--- src/rtl/core/tcw_pkg.sv ---
`default_nettype none

package tcw_pkg;

    // Screen geometry.
    localparam int COLUMNS    = 80;
    localparam int ROWS       = 25;
    localparam int TAB_WIDTH  = 4;
    localparam int CELL_COUNT = COLUMNS * ROWS;

    // Derived widths.
    localparam int ADDR_W = $clog2(CELL_COUNT);
    localparam int POS_W  = $clog2(CELL_COUNT + 1);
    localparam int COL_W  = (COLUMNS > 1) ? $clog2(COLUMNS) : 1;
    localparam int TAB_W  = $clog2(TAB_WIDTH + 1);

    // Port field widths.
    localparam int KIND_W   = 2;
    localparam int CHAR_W   = 8;
    localparam int ATTR_W   = 8;
    localparam int INDEX_W  = 11;
    localparam int CURSOR_W = 11;

    // Command queue between front and back.
    localparam int QUEUE_DEPTH = 2;
    localparam int QPTR_W      = (QUEUE_DEPTH > 1) ? $clog2(QUEUE_DEPTH) : 1;
    localparam int QCNT_W      = $clog2(QUEUE_DEPTH + 1);

    // Attribute after reset.
    localparam logic [ATTR_W-1:0] TEXT_ATTR_RESET = 8'd15;

    // Item kinds.
    localparam logic [KIND_W-1:0] KIND_PUT   = 2'd0;
    localparam logic [KIND_W-1:0] KIND_CLEAR = 2'd1;
    localparam logic [KIND_W-1:0] KIND_READ  = 2'd2;

    // Control characters.
    localparam logic [CHAR_W-1:0] CH_BACKSPACE = 8'd8;
    localparam logic [CHAR_W-1:0] CH_TAB       = 8'd9;
    localparam logic [CHAR_W-1:0] CH_NEWLINE   = 8'd10;
    localparam logic [CHAR_W-1:0] CH_SPACE     = 8'd32;

    typedef logic [CURSOR_W-1:0] t_cursor;

    // Classified operation handed from front to back.
    typedef enum logic [2:0] {
        OP_PUT,
        OP_NEWLINE,
        OP_TAB,
        OP_BACKSPACE,
        OP_CLEAR,
        OP_READ,
        OP_NONE
    } t_op;

    typedef struct packed {
        t_op               op;
        logic [CHAR_W-1:0] ch;
        logic [ADDR_W-1:0] addr;
        logic              in_range;
    } t_cmd;

endpackage

`default_nettype wire

--- src/rtl/core/tcw_front.sv ---
`default_nettype none

module tcw_front (
    input  wire                         i_clk,
    input  wire                         i_rst_n,
    input  wire                         i_start,
    input  wire [tcw_pkg::KIND_W-1:0]   i_kind,
    input  wire [tcw_pkg::CHAR_W-1:0]   i_char_code,
    input  wire [tcw_pkg::INDEX_W-1:0]  i_cell_index,
    input  wire                         i_hold,
    input  wire                         i_cmd_pop,
    output logic                        o_busy,
    output logic                        o_cmd_valid,
    output tcw_pkg::t_cmd               o_cmd
);

    tcw_pkg::t_cmd                    r_queue [tcw_pkg::QUEUE_DEPTH];
    logic [tcw_pkg::QPTR_W-1:0]       r_wr_ptr;
    logic [tcw_pkg::QPTR_W-1:0]       r_rd_ptr;
    logic [tcw_pkg::QCNT_W-1:0]       r_count;
    tcw_pkg::t_cmd                    cmd_in;
    logic                             push;
    logic                             pop;

    // Classify the incoming request into one back-end operation.
    always_comb begin
        cmd_in.ch       = i_char_code;
        cmd_in.addr     = tcw_pkg::ADDR_W'(i_cell_index);
        cmd_in.in_range = (32'(i_cell_index) < tcw_pkg::CELL_COUNT);
        case (i_kind)
            tcw_pkg::KIND_PUT: begin
                case (i_char_code)
                    tcw_pkg::CH_NEWLINE:   cmd_in.op = tcw_pkg::OP_NEWLINE;
                    tcw_pkg::CH_TAB:       cmd_in.op = tcw_pkg::OP_TAB;
                    tcw_pkg::CH_BACKSPACE: cmd_in.op = tcw_pkg::OP_BACKSPACE;
                    default:               cmd_in.op = tcw_pkg::OP_PUT;
                endcase
            end
            tcw_pkg::KIND_CLEAR: cmd_in.op = tcw_pkg::OP_CLEAR;
            tcw_pkg::KIND_READ:  cmd_in.op = tcw_pkg::OP_READ;
            default:             cmd_in.op = tcw_pkg::OP_NONE;
        endcase
    end

    // Accept while the queue has room and the store is not being initialized.
    assign o_busy      = i_hold || (r_count == tcw_pkg::QCNT_W'(tcw_pkg::QUEUE_DEPTH));
    assign push        = i_start && !o_busy;
    assign o_cmd_valid = (r_count != '0);
    assign pop         = i_cmd_pop && o_cmd_valid;
    assign o_cmd       = r_queue[r_rd_ptr];

    // Queue storage.
    always_ff @(posedge i_clk) begin
        if (push) begin
            r_queue[r_wr_ptr] <= cmd_in;
        end
    end

    // Queue pointers and fill count.
    always_ff @(posedge i_clk) begin
        if (!i_rst_n) begin
            r_wr_ptr <= '0;
            r_rd_ptr <= '0;
            r_count  <= '0;
        end else begin
            if (push) begin
                r_wr_ptr <= (r_wr_ptr == tcw_pkg::QPTR_W'(tcw_pkg::QUEUE_DEPTH - 1)) ?
                            '0 : r_wr_ptr + 1'b1;
            end
            if (pop) begin
                r_rd_ptr <= (r_rd_ptr == tcw_pkg::QPTR_W'(tcw_pkg::QUEUE_DEPTH - 1)) ?
                            '0 : r_rd_ptr + 1'b1;
            end
            if (push && !pop) begin
                r_count <= r_count + 1'b1;
            end else if (pop && !push) begin
                r_count <= r_count - 1'b1;
            end
        end
    end

endmodule

`default_nettype wire

--- config.mk ---
export PLATFORM = sky130hd
export DESIGN_NAME = tcw_front
export DESIGN_NICKNAME = d
export VERILOG_FILES = /design/src/rtl/core/tcw_pkg.sv /design/src/rtl/core/tcw_front.sv
export SDC_FILE = /design/constraint.sdc
export NUM_CORES = 1
export LEC_CHECK = 0
export ABC_AREA = 1
export BUFFER_PORTS_ARGS = -buffer_cell sky130_fd_sc_hd__buf_2
export CAP_MARGIN = 0
export CORE_MARGIN = 1.5
export CORE_UTILIZATION = 30
export DETAILED_ROUTE_END_ITERATION = 10
export GPL_ROUTABILITY_DRIVEN = 0
export PLACE_DENSITY = 0.59
export SYNTH_ARGS = -nofsm -noshare
export SYNTH_HDL_FRONTEND = slang
export SYNTH_SLANG_ARGS = --single-unit
export TNS_END_PERCENT = 30
--- constraint.sdc ---
create_clock -name i_clk -period 2.65 [get_ports i_clk]
set_clock_uncertainty 0.15 [all_clocks]
set_input_delay 0.265 -clock i_clk [delete_from_list [all_inputs] [get_ports i_clk]]
set_output_delay 0.265 -clock i_clk [all_outputs]
set_load 0.02 [all_outputs]
==> results.sh <==
export IMPL_yosysTopAreaCell="edfxtp_1"
export IMPL_dieHeight_um=85.15
export IMPL_synth_distinct_cells=16
export IMPL_power_mw=1.887
export IMPL_synth_avg_cell_area_sq_um=15.34
export IMPL_fp_dieArea_sq_mm=0.007250
export IMPL_drtPass1Iterations=7
export IMPL_ctsResizeCount=0
export IMPL_dp_slack_ns=0.9861
export IMPL_drt_iter0_drc=45
export IMPL_powerDensity_mw_per_mm2=748.8
export IMPL_mostFrequentLayoutCells="buf_2, edfxtp_1, mux2_2"
export IMPL_grtUsageMet3_pct=2.724
export IMPL_synth_seq_cells=51
export IMPL_clockBufferDepth=2
export IMPL_tightest_slew_ns=0.3467
export IMPL_htree_levels=2
export IMPL_ff2ff_setup_slack_ns=1.04
export IMPL_cts_sinks=51
export IMPL_final_common_cell="buf_2"
export IMPL_busiest_layer="met2"
export IMPL_finalSetupViolations=0
export IMPL_max_slew_margin_pct=76.89
export IMPL_numCtsBuffers=5
export IMPL_crit_buf_inv=2
export IMPL_synthTopCellsByArea="edfxtp_1, mux2_2, dfxtp_1"
export IMPL_min_period_over_period_pct=74.14
export IMPL_cp_slowest_cell="dfxtp_1"
export IMPL_wl_um=3674
export IMPL_routedWlPerCell_um=13.56
export IMPL_use_met1_pct=14.01
export IMPL_drive_gt1_share_pct=43.30
export IMPL_outcome="finished with violations"
export IMPL_hold_start="i_cell_index[9]"
export IMPL_r2r_end="r_count[1]$_SDFFE_PN0P_"
export IMPL_violations="DRC"
export IMPL_vias=1192
export IMPL_io_buffers=50
export IMPL_syn_inst=132
export IMPL_postCtsSetupBuffers=0
export IMPL_worstSetupPathType="register to output pin"
export IMPL_peakVddDrop_mv=0.3320
export IMPL_ys_seq_area_share_pct=73.18
export IMPL_cp_top_family="buffers and inverters"
export IMPL_hold_viol=0
export IMPL_dp_hpwl_um=2485
export IMPL_yosys_area_top_type_share_pct=68.23
export IMPL_syn_area_sq_mm=0.002024
export IMPL_clkTransAtPathRegs_ns=0.09
export IMPL_die_w_um=85.15
export IMPL_slowest_delay_ns=0.40
export IMPL_crit_chain="buf_4 -> mux2_2 -> buf_2"
export IMPL_fin_hold_ws_ns=0.01914
export IMPL_worstHoldEndpoint="r_queue[0][10]$_DFFE_PP_"
export IMPL_holdCritPathClass="input port to register"
export IMPL_synth_edf_count=46
export IMPL_io_pin_count=51
export IMPL_grt_util_met2_pct=18.40
export IMPL_reg2reg_depth=10
export IMPL_cts_root_buf="clkbuf_8"
export IMPL_cp_max_fo=20
export IMPL_fmax_mhz=509.0
export IMPL_r2r_start="r_count[0]$_SDFFE_PN0P_"
export IMPL_hold_depth=1
export IMPL_vias_per_cell=4.399
export IMPL_row_count=29
export IMPL_crit_path_end_kind="output pin"
export IMPL_antennaDiodeCount=0
export IMPL_tns_ns=0
export IMPL_antenna_found_initial=0
export IMPL_setup_ws_ns=0.6852
export IMPL_coreArea_sq_mm=0.006422
export IMPL_start_kind="register"
export IMPL_p_leak_nw=0.9904
export IMPL_grt_ovfl_total=0
export IMPL_track_usage_pct=11.00
export IMPL_synthArstFlopShare_pct=0
export IMPL_grt_max_degree=24
export IMPL_synth_fp_nets=161
export IMPL_synthFlopType="edfxtp_1"
export IMPL_maxCapViolCount=0
export IMPL_grt_pass1_vias=1292
export IMPL_clk_latency_ns=0.29
export IMPL_min_period_ns=1.965
export IMPL_drc_errors=5
export IMPL_fin_nets=223
export IMPL_cts_tree="yes"
export IMPL_cts_hold_buf=4
export IMPL_dp_cells=260
export IMPL_drv_slew=0
export IMPL_yosys_warnings=0
export IMPL_required_ns=2.24
export IMPL_rsz0062_at_grt="false"
export IMPL_drt_antenna_violating_nets=0
export IMPL_grt_pass1_wl_um=6189
export IMPL_area_delta_synth_final_pct=24.47
export IMPL_worstPathArrival_ns=1.55
export IMPL_final_cells=271
export IMPL_start_util_pct=31.52
[per-stage QoR]
step / instance area, sq um / util [%]
global placement: 2374 / 36.96
CTS: 2520 / 39.24
global route: 2520 / 39.24
finish: 2520 / 39.24
floorplan: 2024 / -
detailed placement: 2374 / 36.96
[sequential cells by signal (all words and copies together) (netlist names), named ones only]
| signal | count |
|---|---|
| r_rd_ptr | 1 |
| r_count | 2 |
| r_queue | 46 |
| r_wr_ptr | 1 |
[how the worst max path moves through the flow]
stage	from	end	slack [ns]	cells after the start
after floorplan	r_count[0]$_SDFFE_PN0P_	r_queue[0][0]$_DFFE_PP_	0.51	4
after global placement	register	o_cmd[5]	1.01	3
after detailed placement	register	o_cmd[6]	0.99	3
after CTS	register	o_cmd[6]	0.65	3
after global routing	register	o_cmd[16]	0.58	3
final	register	o_cmd[6]	0.69	3
[cells in the mapped netlist (all sizes together) (2+ instances only)]
library cell and instances:
inv 16, dfxtp 5, mux2 23, nand3 2, o21ai 3, nand4 2
edfxtp 46, buf 2, nand2 15, ha 3, nor2 10
[cells by family after synthesis]
logic type / Yosys count / synth area share [%]
compound gates: 6 / 1.792
fa+ha+maj: 3 / 1.854
buf+inv: 18 / 4.079
flops: 51 / 73.18
mux: 23 / 12.79
simple gates: 31 / 6.304
[layout make-up]
cell class                      instances  area (sq um)
Clock buffer                            5         68.82
Clock inverter                          2         37.54
Fill cell                             613          3902
Inverter                               16         60.06
Multi-Input combinational cell         63         462.9
Sequential cell                        51          1481
Tap cell                               77         96.34
Timing Repair Buffer                   57         312.8
[worst register-to-register path: stages (launching register included)]
cell,delay [ns]
dfxtp_1,0.33
inv_1,0.12
nand2_1,0.11
nand3_1,0.15
inv_1,0.07
ha_1,0.32
inv_1,0.08
nand3_1,0.08
nand2_1,0.06
inv_1,0.03
nor2_1,0.08
[power by group]
part	internal, mW	total, mW	switching, mW
Sequential	0.938	0.960	0.0219
Clock	0.276	0.522	0.246
Combinational	0.164	0.404	0.240
Total	1.38	1.89	0.508
[metal layers]
metal  up-vias  routed length, um  share of wire [%]
met1       555               1651                 45
li1        588                  -                  -
met5         -                  0                  0
met4         0                 40                1.1
met3         7                218                5.9
met2        42               1764                 48
(Power assumes the default switching activity.)
